`src/sv/sld_pkg.sv`:
```
`default_nettype none

package sld_pkg;

    // defaults for the top-level parameters
    localparam int MAX_SYNC_BYTES = 8;
    localparam int LENGTH_BYTES   = 4;

    // fixed field widths
    localparam int BYTE_W     = 8;
    localparam int CFG_DATA_W = 64;
    localparam int CFG_IDX_W  = 2;
    localparam int SYNC_LEN_W = 4;
    localparam int LEN_W      = 32;

    // configuration register indexes
    localparam logic [CFG_IDX_W-1:0] CFG_SYNC_PATTERN    = 2'd0;
    localparam logic [CFG_IDX_W-1:0] CFG_SYNC_LEN        = 2'd1;
    localparam logic [CFG_IDX_W-1:0] CFG_MAX_PAYLOAD_LEN = 2'd2;

    // configuration reset values
    localparam logic [CFG_DATA_W-1:0] SYNC_PATTERN_RST    = 64'd0;
    localparam logic [SYNC_LEN_W-1:0] SYNC_LEN_RST        = 4'd4;
    localparam logic [LEN_W-1:0]      MAX_PAYLOAD_LEN_RST = 32'd65536;

    // receiver phase codes
    localparam logic [1:0] PH_SEEK   = 2'd0;
    localparam logic [1:0] PH_LENGTH = 2'd1;
    localparam logic [1:0] PH_DATA   = 2'd2;

    // lengths above this cannot take another byte without leaving 32 bits
    localparam logic [LEN_W-1:0] LEN_SHIFT_LIMIT = 32'h00FF_FFFF;

    // configuration bundle from the register file to the receiver core
    typedef struct packed {
        logic [CFG_DATA_W-1:0] sync_pattern;
        logic [SYNC_LEN_W-1:0] sync_len;
        logic [LEN_W-1:0]      max_payload_len;
    } sld_cfg_t;

endpackage

`default_nettype wire

```
`src/sv/sld_cfg_regs.sv`:
```
`default_nettype none

module sld_cfg_regs (
    input  wire logic                             aclk,
    input  wire logic                             aresetn,
    input  wire logic                             cfg_valid,
    output logic                                  cfg_ready,
    input  wire logic [sld_pkg::CFG_IDX_W-1:0]    cfg_index,
    input  wire logic [sld_pkg::CFG_DATA_W-1:0]   cfg_data,
    output sld_pkg::sld_cfg_t                     cfg
);

    sld_pkg::sld_cfg_t cfg_reg;
    sld_pkg::sld_cfg_t cfg_next;
    logic              cfg_fire;

    // writes are always taken
    assign cfg_ready = 1'b1;
    assign cfg_fire  = cfg_valid && cfg_ready;

    // register decode, indexes beyond the list are dropped
    always_comb begin
        cfg_next = cfg_reg;
        if (cfg_fire) begin
            unique case (cfg_index)
                sld_pkg::CFG_SYNC_PATTERN: begin
                    cfg_next.sync_pattern = cfg_data;
                end
                sld_pkg::CFG_SYNC_LEN: begin
                    cfg_next.sync_len = cfg_data[sld_pkg::SYNC_LEN_W-1:0];
                end
                sld_pkg::CFG_MAX_PAYLOAD_LEN: begin
                    cfg_next.max_payload_len = cfg_data[sld_pkg::LEN_W-1:0];
                end
                default: begin
                    cfg_next = cfg_reg;
                end
            endcase
        end
    end

    always_ff @(posedge aclk) begin
        if (!aresetn) begin
            cfg_reg.sync_pattern    <= sld_pkg::SYNC_PATTERN_RST;
            cfg_reg.sync_len        <= sld_pkg::SYNC_LEN_RST;
            cfg_reg.max_payload_len <= sld_pkg::MAX_PAYLOAD_LEN_RST;
        end else begin
            cfg_reg <= cfg_next;
        end
    end

    assign cfg = cfg_reg;

endmodule

`default_nettype wire

```
`src/sv/sld_core.sv`:
```
`default_nettype none

module sld_core #(
    parameter int MAX_SYNC_BYTES = sld_pkg::MAX_SYNC_BYTES,
    parameter int LENGTH_BYTES   = sld_pkg::LENGTH_BYTES
) (
    input  wire logic                          aclk,
    input  wire logic                          aresetn,
    input  wire sld_pkg::sld_cfg_t             cfg,
    input  wire logic                          s_valid,
    output logic                               s_ready,
    input  wire logic [sld_pkg::BYTE_W-1:0]    s_rx_byte,
    output logic                               m_valid,
    input  wire logic                          m_ready,
    output logic [sld_pkg::BYTE_W-1:0]         m_payload_byte,
    output logic                               m_last_of_frame,
    output logic                               m_empty_frame,
    output logic                               m_length_rejected
);

    localparam int WinW  = sld_pkg::BYTE_W * MAX_SYNC_BYTES;
    localparam int ScW   = $clog2(MAX_SYNC_BYTES + 1);
    localparam int LenW  = sld_pkg::LEN_W;
    localparam int SlW   = sld_pkg::SYNC_LEN_W;
    localparam logic [ScW-1:0]  SeekMax  = ScW'(MAX_SYNC_BYTES);
    localparam logic [SlW-1:0]  SyncMax  = SlW'(MAX_SYNC_BYTES);
    localparam logic [LenW-1:0] LenBytes = LenW'(LENGTH_BYTES);

    // receiver state
    logic [1:0]      phase_reg, phase_next;
    logic [WinW-1:0] window_reg, window_next;
    logic [ScW-1:0]  seek_count_reg, seek_count_next;
    logic [LenW-1:0] length_shift_reg, length_shift_next;
    logic [LenW-1:0] bytes_count_reg, bytes_count_next;
    logic [LenW-1:0] frame_length_reg, frame_length_next;

    // result register
    logic                      m_valid_reg, m_valid_next;
    logic [sld_pkg::BYTE_W-1:0] m_byte_reg;
    logic                      m_last_reg;
    logic                      m_empty_reg;
    logic                      m_rej_reg;

    logic                       s_fire;
    logic                       res_valid;
    logic [sld_pkg::BYTE_W-1:0] res_byte;
    logic                       res_last;
    logic                       res_empty;
    logic                       res_rej;

    logic [SlW-1:0]                    eff_len;
    logic [WinW+sld_pkg::BYTE_W-1:0]   window_wide;
    logic [WinW-1:0]                   window_shift;
    logic [ScW-1:0]                    seek_inc;
    logic [MAX_SYNC_BYTES-1:0]         byte_ok;
    logic                              sync_hit;
    logic [LenW-1:0]                   len_shift_inc;
    logic [LenW-1:0]                   cnt_inc;

    // a new beat is taken whenever the result slot is free or draining
    assign s_ready = !m_valid_reg || m_ready;
    assign s_fire  = s_valid && s_ready;

    // effective sync length, clamped to 1..MAX_SYNC_BYTES
    always_comb begin
        priority if (cfg.sync_len == '0) begin
            eff_len = SlW'(1);
        end else if (cfg.sync_len > SyncMax) begin
            eff_len = SyncMax;
        end else begin
            eff_len = cfg.sync_len;
        end
    end

    // window after the new byte and saturating seek count
    assign window_wide  = {window_reg, s_rx_byte};
    assign window_shift = window_wide[WinW-1:0];
    assign seek_inc     = (seek_count_reg == SeekMax) ? seek_count_reg
                                                      : seek_count_reg + ScW'(1);

    // per-byte pattern compare, bytes beyond the sync length always match
    for (genvar k = 0; k < MAX_SYNC_BYTES; k++) begin : g_match
        assign byte_ok[k] = (k >= int'(eff_len)) ||
            (window_shift[k*sld_pkg::BYTE_W +: sld_pkg::BYTE_W] ==
             cfg.sync_pattern[k*sld_pkg::BYTE_W +: sld_pkg::BYTE_W]);
    end
    assign sync_hit = (&byte_ok) && (SlW'(seek_inc) >= eff_len);

    // length assembly with saturation and shared byte counter
    assign len_shift_inc = (length_shift_reg > sld_pkg::LEN_SHIFT_LIMIT) ? '1
                           : {length_shift_reg[LenW-sld_pkg::BYTE_W-1:0], s_rx_byte};
    assign cnt_inc = bytes_count_reg + LenW'(1);

    // per-beat step
    always_comb begin
        phase_next        = phase_reg;
        window_next       = window_reg;
        seek_count_next   = seek_count_reg;
        length_shift_next = length_shift_reg;
        bytes_count_next  = bytes_count_reg;
        frame_length_next = frame_length_reg;
        res_valid         = 1'b0;
        res_byte          = '0;
        res_last          = 1'b0;
        res_empty         = 1'b0;
        res_rej           = 1'b0;
        if (s_fire) begin
            unique case (phase_reg)
                sld_pkg::PH_LENGTH: begin
                    length_shift_next = len_shift_inc;
                    bytes_count_next  = cnt_inc;
                    if (cnt_inc >= LenBytes) begin
                        priority if (len_shift_inc == '0) begin
                            res_valid = 1'b1;
                            res_last  = 1'b1;
                            res_empty = 1'b1;
                            phase_next        = sld_pkg::PH_SEEK;
                            length_shift_next = '0;
                            bytes_count_next  = '0;
                        end else if (len_shift_inc > cfg.max_payload_len) begin
                            res_valid = 1'b1;
                            res_rej   = 1'b1;
                            phase_next        = sld_pkg::PH_SEEK;
                            length_shift_next = '0;
                            bytes_count_next  = '0;
                        end else begin
                            phase_next        = sld_pkg::PH_DATA;
                            frame_length_next = len_shift_inc;
                            bytes_count_next  = '0;
                        end
                    end
                end
                sld_pkg::PH_DATA: begin
                    res_valid = 1'b1;
                    res_byte  = s_rx_byte;
                    if (cnt_inc >= frame_length_reg) begin
                        res_last          = 1'b1;
                        phase_next        = sld_pkg::PH_SEEK;
                        length_shift_next = '0;
                        bytes_count_next  = '0;
                        frame_length_next = '0;
                    end else begin
                        bytes_count_next = cnt_inc;
                    end
                end
                default: begin
                    // seeking, also the unused phase code
                    phase_next      = sld_pkg::PH_SEEK;
                    window_next     = window_shift;
                    seek_count_next = seek_inc;
                    if (sync_hit) begin
                        phase_next        = sld_pkg::PH_LENGTH;
                        window_next       = '0;
                        seek_count_next   = '0;
                        length_shift_next = '0;
                        bytes_count_next  = '0;
                        frame_length_next = '0;
                    end
                end
            endcase
        end
    end

    // result slot holds until taken
    assign m_valid_next = res_valid || (m_valid_reg && !m_ready);

    always_ff @(posedge aclk) begin
        if (!aresetn) begin
            phase_reg        <= sld_pkg::PH_SEEK;
            window_reg       <= '0;
            seek_count_reg   <= '0;
            length_shift_reg <= '0;
            bytes_count_reg  <= '0;
            frame_length_reg <= '0;
            m_valid_reg      <= 1'b0;
        end else begin
            phase_reg        <= phase_next;
            window_reg       <= window_next;
            seek_count_reg   <= seek_count_next;
            length_shift_reg <= length_shift_next;
            bytes_count_reg  <= bytes_count_next;
            frame_length_reg <= frame_length_next;
            m_valid_reg      <= m_valid_next;
        end
    end

    // result payload, loaded only with a new result
    always_ff @(posedge aclk) begin
        if (res_valid) begin
            m_byte_reg  <= res_byte;
            m_last_reg  <= res_last;
            m_empty_reg <= res_empty;
            m_rej_reg   <= res_rej;
        end
    end

    assign m_valid           = m_valid_reg;
    assign m_payload_byte    = m_byte_reg;
    assign m_last_of_frame   = m_last_reg;
    assign m_empty_frame     = m_empty_reg;
    assign m_length_rejected = m_rej_reg;

    // payload counter stays inside a nonzero frame
    assert property (@(posedge aclk) disable iff (!aresetn)
        (phase_reg == sld_pkg::PH_DATA) |->
            (frame_length_reg != '0) && (bytes_count_reg < frame_length_reg))
        else $error("payload count outside frame length");

    // length counter stays below the prefix size
    assert property (@(posedge aclk) disable iff (!aresetn)
        (phase_reg == sld_pkg::PH_LENGTH) |-> (bytes_count_reg < LenBytes))
        else $error("length byte count overrun");

    // seeking keeps the frame counters clear
    assert property (@(posedge aclk) disable iff (!aresetn)
        (phase_reg == sld_pkg::PH_SEEK) |->
            (length_shift_reg == '0) && (bytes_count_reg == '0) &&
            (frame_length_reg == '0))
        else $error("frame state not cleared while seeking");

    // a fresh empty or rejected result leaves the receiver seeking
    assert property (@(posedge aclk) disable iff (!aresetn)
        ($past(aresetn) && $past(s_fire) && m_valid_reg && (m_empty_reg || m_rej_reg))
            |-> (phase_reg == sld_pkg::PH_SEEK))
        else $error("frame ending did not return to seeking");

endmodule

`default_nettype wire

```
`src/sv/sync_length_prefixed_deframer.sv`:
```
// latency: a result appears in the cycle after the beat that causes it
// throughput: one byte per cycle; s_ready drops only while a result waits on m_ready
// the rate is set by the single result register between the byte step and m_*
// reset: synchronous, active low; receiver returns to seeking with a cleared window
// reset also restores sync_pattern 0, sync_len 4 and max_payload_len 65536
`default_nettype none

module sync_length_prefixed_deframer #(
    parameter int MAX_SYNC_BYTES = sld_pkg::MAX_SYNC_BYTES,
    parameter int LENGTH_BYTES   = sld_pkg::LENGTH_BYTES
) (
    input  wire logic                             aclk,
    input  wire logic                             aresetn,
    input  wire logic                             cfg_valid,
    output logic                                  cfg_ready,
    input  wire logic [sld_pkg::CFG_IDX_W-1:0]    cfg_index,
    input  wire logic [sld_pkg::CFG_DATA_W-1:0]   cfg_data,
    input  wire logic                             s_valid,
    output logic                                  s_ready,
    input  wire logic [sld_pkg::BYTE_W-1:0]       s_rx_byte,
    output logic                                  m_valid,
    input  wire logic                             m_ready,
    output logic [sld_pkg::BYTE_W-1:0]            m_payload_byte,
    output logic                                  m_last_of_frame,
    output logic                                  m_empty_frame,
    output logic                                  m_length_rejected
);

    sld_pkg::sld_cfg_t cfg;

    // configuration registers
    sld_cfg_regs u_cfg (
        .aclk      (aclk),
        .aresetn   (aresetn),
        .cfg_valid (cfg_valid),
        .cfg_ready (cfg_ready),
        .cfg_index (cfg_index),
        .cfg_data  (cfg_data),
        .cfg       (cfg)
    );

    // sync search, length collection and payload pass-through
    sld_core #(
        .MAX_SYNC_BYTES (MAX_SYNC_BYTES),
        .LENGTH_BYTES   (LENGTH_BYTES)
    ) u_core (
        .aclk              (aclk),
        .aresetn           (aresetn),
        .cfg               (cfg),
        .s_valid           (s_valid),
        .s_ready           (s_ready),
        .s_rx_byte         (s_rx_byte),
        .m_valid           (m_valid),
        .m_ready           (m_ready),
        .m_payload_byte    (m_payload_byte),
        .m_last_of_frame   (m_last_of_frame),
        .m_empty_frame     (m_empty_frame),
        .m_length_rejected (m_length_rejected)
    );

endmodule

`default_nettype wire

```
`config.mk`:
```
export PLATFORM = sky130hd
export DESIGN_NAME = sync_length_prefixed_deframer
export DESIGN_NICKNAME = d
export VERILOG_FILES = /design/src/sv/sld_pkg.sv /design/src/sv/sld_cfg_regs.sv /design/src/sv/sld_core.sv /design/src/sv/sync_length_prefixed_deframer.sv
export SDC_FILE = /design/constraint.sdc
export NUM_CORES = 1
export LEC_CHECK = 0
export BUFFER_PORTS_ARGS = -buffer_cell sky130_fd_sc_hd__buf_2
export CAP_MARGIN = 10
export CORE_UTILIZATION = 47
export DETAILED_ROUTE_END_ITERATION = 6
export GPL_ROUTABILITY_DRIVEN = 0
export MAX_ROUTING_LAYER = met4
export PLACE_DENSITY_LB_ADDON = 0.08
export SKIP_LAST_GASP = 1
export SLEW_MARGIN = 20
export SYNTH_ARGS = -nofsm -noshare
export SYNTH_HDL_FRONTEND = slang
export SYNTH_HIERARCHICAL = 1
export SYNTH_SLANG_ARGS = --single-unit
export TNS_END_PERCENT = 50
```
`constraint.sdc`:
```
create_clock -name aclk -period 5.1 [get_ports aclk]
set_input_delay 0 -clock aclk [delete_from_list [all_inputs] [get_ports aclk]]
set_output_delay 0 -clock aclk [all_outputs]
set_load 0.01 [all_outputs]
```
==> metrics.yaml <==
cp-end-kind: "flip-flop"
max_cap_violations: 0
clock_power_share: 0.456
wl_per_cell_um: 17.5
path_clk_slew_ns: 0.06
clockBufferDepth: 3
core_area_sq_um: 28700
antenna_found_initial: 0
largest_reg_flops: 100
finalMaxSlewViolations: 0
syn_avg_cell_area_sq_um: 8.46
setup_tns_ns: 0
ys_ff_latch: 270
final_antenna_net_count: 0
syn_nets: 1777
synth_edf_count: 11
grt_usage: 0.259
critPathArrivalTime_ns: 5.23
initial_core_util: 0.479
layout_common_cells: "316 x nand2_1, 257 x dfxtp_1, 105 x inv_1"
htree_num_levels: 1
final_common_cell: "nand2_1"
min_period_ns: 4.79
fin_util: 0.568
combPwrFrac: 0.076
fin_skew_ns: 0.0197
pwr-share-seq: 0.468
period_share: 0.939
die_h_um: 173
nets: 1920
vdd_drop_max_uv: 245
switching_power_mw: 1.11
timing.final.ws_setup_ns: 0.309
critPathKind: "reg -> reg"
first_pass_iters: 5
async_flop_share: 0
via_per_inst: 5.44
postCtsSetupBuffers: 0
fin_cells: 2174
outcome: "completed"
p_int_mw: 3.57
port_buffers: 91
grt_start_max_net_pins: 98
cts_sinks: 270
post_synth_num_cell_types: 72
grt_overflow: 0
grt_pass1_vias: 11200
setup_viol: 0
clk_latency_ns: 0.58
dp_cells: 2023
design.portCount: 93
hp-class: "in -> reg"
fmax_mhz: 209
cts_root_buf: "clkbuf_16"
worstPathMaxFanout: 32
tritoncts: "done"
drtIter0Drc: 937
grt_setup_unrepaired: "no"
cts_made_buffers: 31
powerDensity_nw_per_um2: 287
syn_area_sq_um: 13700
die_width_um: 173
rows: 62
drt_wl_total_mm: 38.0
die-area_sq_um: 29900
required_ns: 5.54
dr_total_vias: 11800
grt_pass1_wl_mm: 61.1
antennaDiodeCount: 0
switching_share: 0.237
pre_cts_slack_ns: 0.200
netlist_instances: 1624
ys_seq_area_frac: 0.401
slew_headroom: 0.360
drive_gt1_frac: 0.109
worst_slew_pin_slew_ns: 0.951
drc_errors: 0
area_growth_pct: 18.6
hold_viol: 0
synth_flop_cell: "dfxtp_1"
start_kind: "flip-flop"
place_hpwl_mm: 26.1
p_leak_nw: 6.75
total_power_mw: 4.68
yosysWarningCount: 6
## final cells by class
type	instances	area, sq um
fill	2641	12400
multi-input combinational	1148	7310
sequential	270	5520
timing repair buffer	210	1610
clock buffer	50	937
tap	384	480
inverter	106	398
clock inverter	6	47.5
## cells in the mapped netlist (6+ instances only)
library cell	count	area (sq um)
a21o_1	6	45.0
mux2i_1	100	1000
or3_1	6	37.5
buf_2	24	120
xor2_1	19	166
nor2_1	62	233
nand3_1	80	400
and4_1	12	105
nand2b_1	6	37.5
clkbuf_1	61	229
or2_2	11	68.8
nor4_1	31	194
nor3_1	19	95.1
ha_1	74	926
o21ai_0	50	250
buf_12	7	140
a21oi_1	93	465
edfxtp_1	11	330
and3_1	15	93.8
a22o_1	18	158
a211oi_1	13	97.6
nand2_1	317	1190
o22ai_1	33	206
dfxtp_1	259	5180
or4_1	6	45.0
xnor2_1	66	578
inv_1	105	394
nand4_1	39	244
## worst paths after layout
path / cells after the start / slack (ns) / startpoint / to
max: 16 / 0.31 / u_core/bytes_count_reg[5]$_SDFFE_PN0P_ / u_core/frame_length_reg[28]$_SDFFE_PN0P_
min: 4 / 0.23 / cfg_data[47] / u_cfg/cfg[83]$_SDFFE_PN0P_
max reg2reg: 16 / 0.31 / u_core/bytes_count_reg[5]$_SDFFE_PN0P_ / u_core/frame_length_reg[28]$_SDFFE_PN0P_
min reg2reg: 2 / 0.46 / u_core/length_shift_reg[10]$_SDFFE_PN0P_ / u_core/length_shift_reg[10]$_SDFFE_PN0P_
## routing by layer
metal,up-vias,GRT usage,part of all wire,wire length (um)
li1,5918,-,-,-
met1,5549,0.367,0.49,18600
met2,304,0.393,0.44,16700
met3,57,0.0279,0.047,1790
met4,0,0.0671,0.024,926
met5,-,-,0,0
## power by group through the flow
stage,clock network (mW),logic [mW],registers [mW]
after floorplan,0,0.205,2.22
after global placement,0,0.292,2.23
after detailed placement,0,0.294,2.23
after CTS,2.19,0.350,2.19
after global routing,2.27,0.389,2.19
final,2.13,0.355,2.19
## critical path, stage by stage, from the launching register on
cell      delay (ns)
dfxtp_1         0.51
and3_1          0.36
nand2_2         0.15
or3_1           0.53
o31a_1          0.35
or2_2           0.31
ha_1            0.30
and4_1          0.25
and4_1          0.23
inv_1           0.06
nor4_2          0.37
nor3b_1         0.13
a211oi_1        0.31
a21bo_2         0.29
a21oi_2         0.19
buf_12          0.20
o22ai_1         0.10
## repair_timing
action                                  CTS  global route
hold endpoints to repair                135             0
hold buffers                             95             0
endpoints found under the setup margin    0            72
resized for setup                         0             5
## kinds of logic (layout without fill, tap and decap cells)
| kind of cell | after synthesis | after routing | synth area share |
|---|---|---|---|
| AND/OR/NAND/NOR | 626 | 626 | 0.214 |
| flip-flops | 270 | 270 | 0.401 |
| AO/OA/AOI/OAI | 261 | 261 | 0.120 |
| buffers and inverters | 206 | 372 | 0.0692 |
| multiplexers | 100 | 100 | 0.0728 |
| XOR/XNOR | 86 | 86 | 0.0553 |
| adder cells (fa/ha/maj) | 74 | 74 | 0.0674 |
| other | 1 | 1 | 0.000273 |
## per-stage QoR
stage	cell area, sq um	hold slack, ns
finish	16300	0.230
global route	16300	0.229
CTS	16300	0.212
detailed placement	14300	0.254
global placement	14300	0.246
floorplan	13700	0.142
Power figures use the tool's default switching activity.
